[src/sv/tbfe_pkg.sv]
`timescale 1ns / 1ps
// ----------------------------------------------------------------------------
// tbfe_pkg
// Shared widths, register indexes and record types of the time-bin feature
// extractor.
// ----------------------------------------------------------------------------
package tbfe_pkg;

    localparam int SAMPLE_W       = 10;
    localparam int THR_W          = 12;
    localparam int COUNT_W        = 5;
    localparam int BIN_W          = 5;
    localparam int CLUSTER_W      = 4;
    localparam int CFG_IDX_W      = 2;
    localparam int BINS_PER_EVENT = 27;

    localparam logic [CLUSTER_W-1:0] CLUSTER_MAX = '1;

    typedef enum logic [CFG_IDX_W-1:0] {
        CFG_PION_MAX     = 2'd0,
        CFG_PION_AVG     = 2'd1,
        CFG_ELECTRON_AVG = 2'd2,
        CFG_CLUSTER      = 2'd3
    } t_cfg_index;

    typedef struct packed {
        logic [THR_W-1:0] pion_max;
        logic [THR_W-1:0] pion_avg;
        logic [THR_W-1:0] electron_avg;
        logic [THR_W-1:0] cluster;
    } t_thresholds;

    typedef struct packed {
        logic [COUNT_W-1:0]   above_pion_max;
        logic [COUNT_W-1:0]   above_pion_avg;
        logic [COUNT_W-1:0]   above_electron_avg;
        logic [BIN_W-1:0]     peak_bin;
        logic [CLUSTER_W-1:0] cluster_count;
        logic [SAMPLE_W-1:0]  later_cluster_peak;
    } t_record;

endpackage

[src/sv/tbfe_accum.sv]
`timescale 1ns / 1ps
// ----------------------------------------------------------------------------
// tbfe_accum
// Per-event feature state: threshold counters, first peak, cluster tracking.
// Offers the finished record on the last bin and clears itself after it.
// ----------------------------------------------------------------------------
module tbfe_accum #(
    parameter int BINS_PER_EVENT = tbfe_pkg::BINS_PER_EVENT
) (
    input  logic                          i_clk,
    input  logic                          i_rst_n,
    input  tbfe_pkg::t_thresholds         i_thr,
    input  logic                          i_take,
    input  logic [tbfe_pkg::SAMPLE_W-1:0] i_sample,
    output logic                          o_last,
    output tbfe_pkg::t_record             o_record
);
    import tbfe_pkg::*;

    localparam logic [BIN_W-1:0] LAST_BIN = BIN_W'(BINS_PER_EVENT - 1);

    logic [BIN_W-1:0]     r_bin,      n_bin;
    logic [SAMPLE_W-1:0]  r_prev,     n_prev;
    logic [COUNT_W-1:0]   r_cnt_pmax, n_cnt_pmax;
    logic [COUNT_W-1:0]   r_cnt_pavg, n_cnt_pavg;
    logic [COUNT_W-1:0]   r_cnt_eavg, n_cnt_eavg;
    logic [SAMPLE_W-1:0]  r_peak_val, n_peak_val;
    logic [BIN_W-1:0]     r_peak_idx, n_peak_idx;
    logic [CLUSTER_W-1:0] r_clusters, n_clusters;
    logic                 r_inside,   n_inside;
    logic [SAMPLE_W-1:0]  r_later,    n_later;

    logic [THR_W-1:0] s4;
    logic [THR_W-1:0] p4;
    logic             above_cluster;
    logic             crossing;

    assign s4            = {i_sample, 2'b00};
    assign p4            = {r_prev, 2'b00};
    assign above_cluster = s4 > i_thr.cluster;
    assign crossing      = (r_bin != '0) && above_cluster && (p4 < i_thr.cluster);
    assign o_last        = (r_bin == LAST_BIN);

    always_comb begin
        n_cnt_pmax = r_cnt_pmax + COUNT_W'(s4 > i_thr.pion_max);
        n_cnt_pavg = r_cnt_pavg + COUNT_W'(s4 > i_thr.pion_avg);
        n_cnt_eavg = r_cnt_eavg + COUNT_W'(s4 > i_thr.electron_avg);

        n_peak_val = r_peak_val;
        n_peak_idx = r_peak_idx;
        if (i_sample > r_peak_val) begin
            n_peak_val = i_sample;
            n_peak_idx = r_bin;
        end

        n_clusters = r_clusters;
        n_inside   = r_inside;
        if (crossing) begin
            if (r_clusters != CLUSTER_MAX) begin
                n_clusters = r_clusters + 1'b1;
            end
            if (n_clusters >= CLUSTER_W'(2)) begin
                n_inside = 1'b1;
            end
        end

        // the crossing sample itself counts toward the later peak
        n_later = r_later;
        if (n_inside) begin
            if (above_cluster) begin
                if (i_sample > r_later) begin
                    n_later = i_sample;
                end
            end else begin
                n_inside = 1'b0;
            end
        end

        n_prev = i_sample;
        n_bin  = r_bin + 1'b1;

        o_record.above_pion_max     = n_cnt_pmax;
        o_record.above_pion_avg     = n_cnt_pavg;
        o_record.above_electron_avg = n_cnt_eavg;
        o_record.peak_bin           = n_peak_idx;
        o_record.cluster_count      = n_clusters;
        o_record.later_cluster_peak = n_later;
    end

    always_ff @(posedge i_clk) begin
        if (!i_rst_n) begin
            r_bin      <= '0;
            r_prev     <= '0;
            r_cnt_pmax <= '0;
            r_cnt_pavg <= '0;
            r_cnt_eavg <= '0;
            r_peak_val <= '0;
            r_peak_idx <= '0;
            r_clusters <= '0;
            r_inside   <= 1'b0;
            r_later    <= '0;
        end else if (i_take) begin
            if (o_last) begin
                // end of event: start the next one clean
                r_bin      <= '0;
                r_prev     <= '0;
                r_cnt_pmax <= '0;
                r_cnt_pavg <= '0;
                r_cnt_eavg <= '0;
                r_peak_val <= '0;
                r_peak_idx <= '0;
                r_clusters <= '0;
                r_inside   <= 1'b0;
                r_later    <= '0;
            end else begin
                r_bin      <= n_bin;
                r_prev     <= n_prev;
                r_cnt_pmax <= n_cnt_pmax;
                r_cnt_pavg <= n_cnt_pavg;
                r_cnt_eavg <= n_cnt_eavg;
                r_peak_val <= n_peak_val;
                r_peak_idx <= n_peak_idx;
                r_clusters <= n_clusters;
                r_inside   <= n_inside;
                r_later    <= n_later;
            end
        end
    end

endmodule

[src/sv/time_bin_feature_extractor_unit.sv]
`timescale 1ns / 1ps
// ----------------------------------------------------------------------------
// time_bin_feature_extractor_unit
// Feature record per detector event from a stream of ADC time-bin samples.
// ----------------------------------------------------------------------------
// Usage:
//   Input channel (i_valid / o_stall / i_sample) carries the samples of one
//   event in time order, BINS_PER_EVENT requests per event. One sample is
//   taken per clock while o_stall is low. After the last sample of an event
//   is taken, the record appears on the output channel (o_valid / i_stall /
//   o_* fields) in the next cycle. Throughput: one sample per cycle.
//   The output register holds one record; while it is stalled the block
//   still takes samples, and stalls only the last sample of the next event
//   until the pending record leaves.
//   Configuration (i_cfg_valid / o_cfg_ready) writes the four thresholds,
//   quarter ADC counts; o_cfg_ready is always high. Write between events.
//   Reset (synchronous, active low) clears thresholds, event state and the
//   output valid flag.
// ----------------------------------------------------------------------------
module time_bin_feature_extractor_unit #(
    parameter int BINS_PER_EVENT = tbfe_pkg::BINS_PER_EVENT
) (
    input  logic                           i_clk,
    input  logic                           i_rst_n,
    input  logic                           i_cfg_valid,
    output logic                           o_cfg_ready,
    input  logic [tbfe_pkg::CFG_IDX_W-1:0] i_cfg_index,
    input  logic [tbfe_pkg::THR_W-1:0]     i_cfg_data,
    input  logic                           i_valid,
    output logic                           o_stall,
    input  logic [tbfe_pkg::SAMPLE_W-1:0]  i_sample,
    output logic                           o_valid,
    input  logic                           i_stall,
    output logic [tbfe_pkg::COUNT_W-1:0]   o_above_pion_max,
    output logic [tbfe_pkg::COUNT_W-1:0]   o_above_pion_avg,
    output logic [tbfe_pkg::COUNT_W-1:0]   o_above_electron_avg,
    output logic [tbfe_pkg::BIN_W-1:0]     o_peak_bin,
    output logic [tbfe_pkg::CLUSTER_W-1:0] o_cluster_count,
    output logic [tbfe_pkg::SAMPLE_W-1:0]  o_later_cluster_peak
);
    import tbfe_pkg::*;

    t_thresholds r_thr;
    t_record     r_out;
    logic        r_out_valid;
    t_record     next_record;
    logic        last_bin;
    logic        take;

    assign o_cfg_ready = 1'b1;

    always_ff @(posedge i_clk) begin
        if (!i_rst_n) begin
            r_thr <= '0;
        end else if (i_cfg_valid) begin
            unique case (t_cfg_index'(i_cfg_index))
                CFG_PION_MAX:     r_thr.pion_max     <= i_cfg_data;
                CFG_PION_AVG:     r_thr.pion_avg     <= i_cfg_data;
                CFG_ELECTRON_AVG: r_thr.electron_avg <= i_cfg_data;
                CFG_CLUSTER:      r_thr.cluster      <= i_cfg_data;
                default:          r_thr              <= r_thr;
            endcase
        end
    end

    // hold only the request that would overwrite a stalled record
    assign o_stall = last_bin && r_out_valid && i_stall;
    assign take    = i_valid && !o_stall;

    tbfe_accum #(
        .BINS_PER_EVENT(BINS_PER_EVENT)
    ) u_accum (
        .i_clk    (i_clk),
        .i_rst_n  (i_rst_n),
        .i_thr    (r_thr),
        .i_take   (take),
        .i_sample (i_sample),
        .o_last   (last_bin),
        .o_record (next_record)
    );

    always_ff @(posedge i_clk) begin
        if (!i_rst_n) begin
            r_out_valid <= 1'b0;
        end else if (take && last_bin) begin
            r_out_valid <= 1'b1;
        end else if (!i_stall) begin
            r_out_valid <= 1'b0;
        end
    end

    always_ff @(posedge i_clk) begin
        if (take && last_bin) begin
            r_out <= next_record;
        end
    end

    assign o_valid              = r_out_valid;
    assign o_above_pion_max     = r_out.above_pion_max;
    assign o_above_pion_avg     = r_out.above_pion_avg;
    assign o_above_electron_avg = r_out.above_electron_avg;
    assign o_peak_bin           = r_out.peak_bin;
    assign o_cluster_count      = r_out.cluster_count;
    assign o_later_cluster_peak = r_out.later_cluster_peak;

    a_stall_needs_pending: assert property (@(posedge i_clk) disable iff (!i_rst_n)
        o_stall |-> (r_out_valid && last_bin))
        else $error("input stalled without a pending record on the last bin");

    a_last_gives_record: assert property (@(posedge i_clk) disable iff (!i_rst_n)
        (take && last_bin) |=> o_valid)
        else $error("last sample taken but no record presented");

    a_peak_in_range: assert property (@(posedge i_clk) disable iff (!i_rst_n)
        o_valid |-> (o_peak_bin < BIN_W'(BINS_PER_EVENT)))
        else $error("peak bin beyond the event length");

    a_mid_event_no_record: assert property (@(posedge i_clk) disable iff (!i_rst_n)
        (!o_valid && !(take && last_bin)) |=> !o_valid)
        else $error("record appeared without an event end");

endmodule
[config.mk]
export PLATFORM = sky130hd
export DESIGN_NAME = time_bin_feature_extractor_unit
export DESIGN_NICKNAME = d
export VERILOG_FILES = /design/src/sv/tbfe_pkg.sv /design/src/sv/tbfe_accum.sv /design/src/sv/time_bin_feature_extractor_unit.sv
export SDC_FILE = /design/constraint.sdc
export NUM_CORES = 1
export LEC_CHECK = 0
export BUFFER_PORTS_ARGS = -buffer_cell sky130_fd_sc_hd__buf_2
export CORE_MARGIN = 4
export CORE_UTILIZATION = 45
export CTS_CLUSTER_DIAMETER = 100
export DETAILED_ROUTE_END_ITERATION = 8
export PLACE_DENSITY = 0.64
export RECOVER_POWER = 50
export SETUP_SLACK_MARGIN = 0.02
export SLEW_MARGIN = 30
export SYNTH_ARGS = -nofsm -noshare
export SYNTH_HDL_FRONTEND = slang
export SYNTH_HIERARCHICAL = 1
export SYNTH_SLANG_ARGS = --single-unit
[constraint.sdc]
create_clock -name i_clk -period 4.6 [get_ports i_clk]
set_clock_uncertainty 0.15 [all_clocks]
set_input_delay 0.92 -clock i_clk [delete_from_list [all_inputs] [get_ports i_clk]]
set_output_delay 0.92 -clock i_clk [all_outputs]
set_load 0.01 [all_outputs]
==> results.cfg <==
[run_status]
status = finished with violations
violations = capacitance limit, slew limit

[min_path]
holdPathEnd = r_thr[23]$_SDFFE_PN0P_
min_from = r_thr[23]$_SDFFE_PN0P_
min_path_type = reg -> reg
whs_path_depth = 2

[cts]
cts_tree = yes
cts_buffers = 17
cts_sinks = 143
clk_latency_ns = 0.42
clockBufferDepth = 2
cts_resized = 0
postCtsSetupBuffers = 0
cts-htree-levels = 4
cts_hold_buffers = 0
clkSlewWorstSetupHoldPaths_ns = 0.06
clockRootBuffer = clkbuf_16

[route]
drt_iter0_drc = 360
ant_nets = 0
wl_um = 17400
vias = 5704
drc = 0
routedWlPerCell_um = 16.5
drt-vias-per-instance = 5.41
firstDrtPassIters = 5

[floorplanning]
core-area_um2 = 16000
num_rows = 46
die_h_um = 136
initial_core_util = 0.463
dieWidth_um = 136
io_pins = 66
fp.dieArea_um2 = 18600

[timing]
timing.final.crit_period_ns = 3.69
timing.fmax_mhz = 271
drv_slew = 14
relSlewSlack = -0.0113
worst_slew_pin_slew_ns = 1.52
whs_ns = 0.311
period_share = 0.801
final_hold_viol_count = 0
setup_viol = 0
tns_ns = 0
rsz0062_at_grt = no

[logic_synthesis]
yosys_warnings = 6
ys_seq_area_frac = 0.432
synth_nets = 874
ys.flop_type = dfxtp_1
synthesis.area_um2 = 7410
synthTopCellsByCount = nand2_1 (125), dfxtp_1 (109), ha_1 (80)
synth_area_leader_cell = dfxtp_1
postSynthAreaPerCell_um2 = 9.69
ys_types = 58
synth_edf_count = 34
synth_area_leaders = dfxtp_1 (29%), edfxtp_1 (14%), ha_1 (14%)
ys_ff_latch = 143
synth_top_area_frac = 0.294
postSynth.asyncResetShare = 0
synth_most_common_cell = nand2_1
netlist_instances = 765

[power_and_ir_drop]
p_leak_uw = 0.00363
power_density_nw_per_um2 = 354
vdd_drop_max_mv = 0.307

[worst_setup_path]
critPathLaunchType = flop
reg2reg_from = u_accum/r_bin[0]$_SDFFE_PN0P_
cp_max_fo = 13
cp-end-kind = flop
reg2reg_depth = 15
ff2ff_setup_slack_ns = 0.91
crit_arrival_ns = 3.89
required_ns = 4.80
worstSetupPathType = reg -> reg
r2r-end = u_accum/r_later[6]$_SDFFE_PN0P_

[global_route]
overflow = 0
grt_pass1_vias = 5824
antenna_found_initial = 0
grt.total_usage = 0.191
grt_max_degree = 71
grt_pass1_wl_um = 28100

[final_layout]
nets = 934
fin_area_um2 = 8490
final_layout_size_suffix_gt1_frac = 0.106
n_antenna_cell = 0
syn_to_final_growth_pct = 14.5
instances_no_fill = 1054

[place]
place_congestion = 0.883
hpwl_um = 12700
placed_cell_area_um2 = 7970
portBuffers = 64
placedCellCount = 1022

[flow_run]
maxCapViolCount = 1
[flip-flops by register name, indices dropped and copies added, names as in the netlist, 4 cells and up]
register              cells
o_above_electron_avg      5
u_accum/r_clusters        4
r_thr                    48
o_later_cluster_peak     10
u_accum/r_cnt_pavg        5
u_accum/r_cnt_pmax        5
u_accum/r_prev           10
u_accum/r_peak_idx        5
u_accum/r_peak_val       10
u_accum/r_later          10
u_accum/r_cnt_eavg        5
o_above_pion_avg          5
o_cluster_count           4
o_above_pion_max          5
u_accum/r_bin             5
o_peak_bin                5
[worst max path at each step]
stage | start | end | slack [ns] | cells past startpoint
after CTS | u_accum/r_bin[0]$_SDFFE_PN0P_ | u_accum/r_later[6]$_SDFFE_PN0P_ | 1.39 | 15
after global placement | i_sample[5] | o_later_cluster_peak[5]$_DFFE_PP_ | 1.06 | 8
after global routing | u_accum/r_bin[0]$_SDFFE_PN0P_ | u_accum/r_later[6]$_SDFFE_PN0P_ | 0.64 | 15
after detailed placement | i_sample[5] | o_later_cluster_peak[9]$_DFFE_PP_ | 1.04 | 8
final | u_accum/r_bin[0]$_SDFFE_PN0P_ | u_accum/r_later[6]$_SDFFE_PN0P_ | 0.91 | 15
after floorplan | i_valid | o_above_electron_avg[0]$_DFFE_PP_ | 1.35 | 2
[power breakdown]
group | switching, uW | internal, uW
logic | 195 | 127
clock network | 532 | 804
registers | 23.3 | 1320
[per-layer routing]
metal | global-route usage | vias to the layer above | wire length [um]
met1 | 0.226 | 2711 | 7530
met4 | 0.0733 | 0 | 397
met5 | 0 | - | 0
met2 | 0.336 | 140 | 8730
li1 | - | 2824 | -
met3 | 0.0403 | 29 | 693
[cell type report]
type	count	area, um^2
Inverter	67	251
Fill cell	1462	7510
Clock inverter	12	106
Tap cell	216	270
Clock buffer	20	478
Multi-Input combinational cell	521	3810
Sequential cell	143	3200
Timing Repair Buffer	75	370
[cells in the final DEF, fill, tap and decap left out, drive strengths merged, types with 16 or more instances in the layout]
master / synthesis / final
inv: 65 / 68
dfxtp: 109 / 109
nand3: 19 / 19
buf: 10 / 36
a21oi: 45 / 45
nand2: 125 / 125
nor2: 26 / 26
mux2: 16 / 16
mux2i: 59 / 59
ha: 80 / 80
clkbuf: 24 / 59
o21ai: 28 / 28
edfxtp: 34 / 34
[per-stage QoR]
stage                     setup WS (ns)   util  total power, uW
after global routing              0.641  0.530             3130
after global placement             1.06  0.496             1670
after detailed placement           1.04  0.498             1690
after floorplan                    1.35      -             1580
after CTS                          1.39  0.534             3030
final                             0.915  0.530             3000
[critical path, stage by stage (launching register included)]
cell and delay [ns]:
dfxtp_1 0.41, inv_1 0.12, ha_1 0.21, nand4b_1 0.09
clkbuf_1 0.54, clkinv_1 0.16, buf_4 0.21, and3_1 0.19
nor2b_2 0.14, clkinv_1 0.09, nor2_1 0.51, buf_4 0.32
nand2_1 0.11, o21ai_0 0.10, nand2_1 0.08, mux2i_1 0.19
[cells by family after synthesis]
kind of cell	synth area share
adders and majority gates	0.135
buffers and inverters	0.0549
and+or+nand+nor	0.135
AOI/OAI and AO/OA	0.118
xor gates and xnor gates	0.0154
DFF	0.432
other	0.000506
muxes	0.109
(Power assumes the default switching activity.)
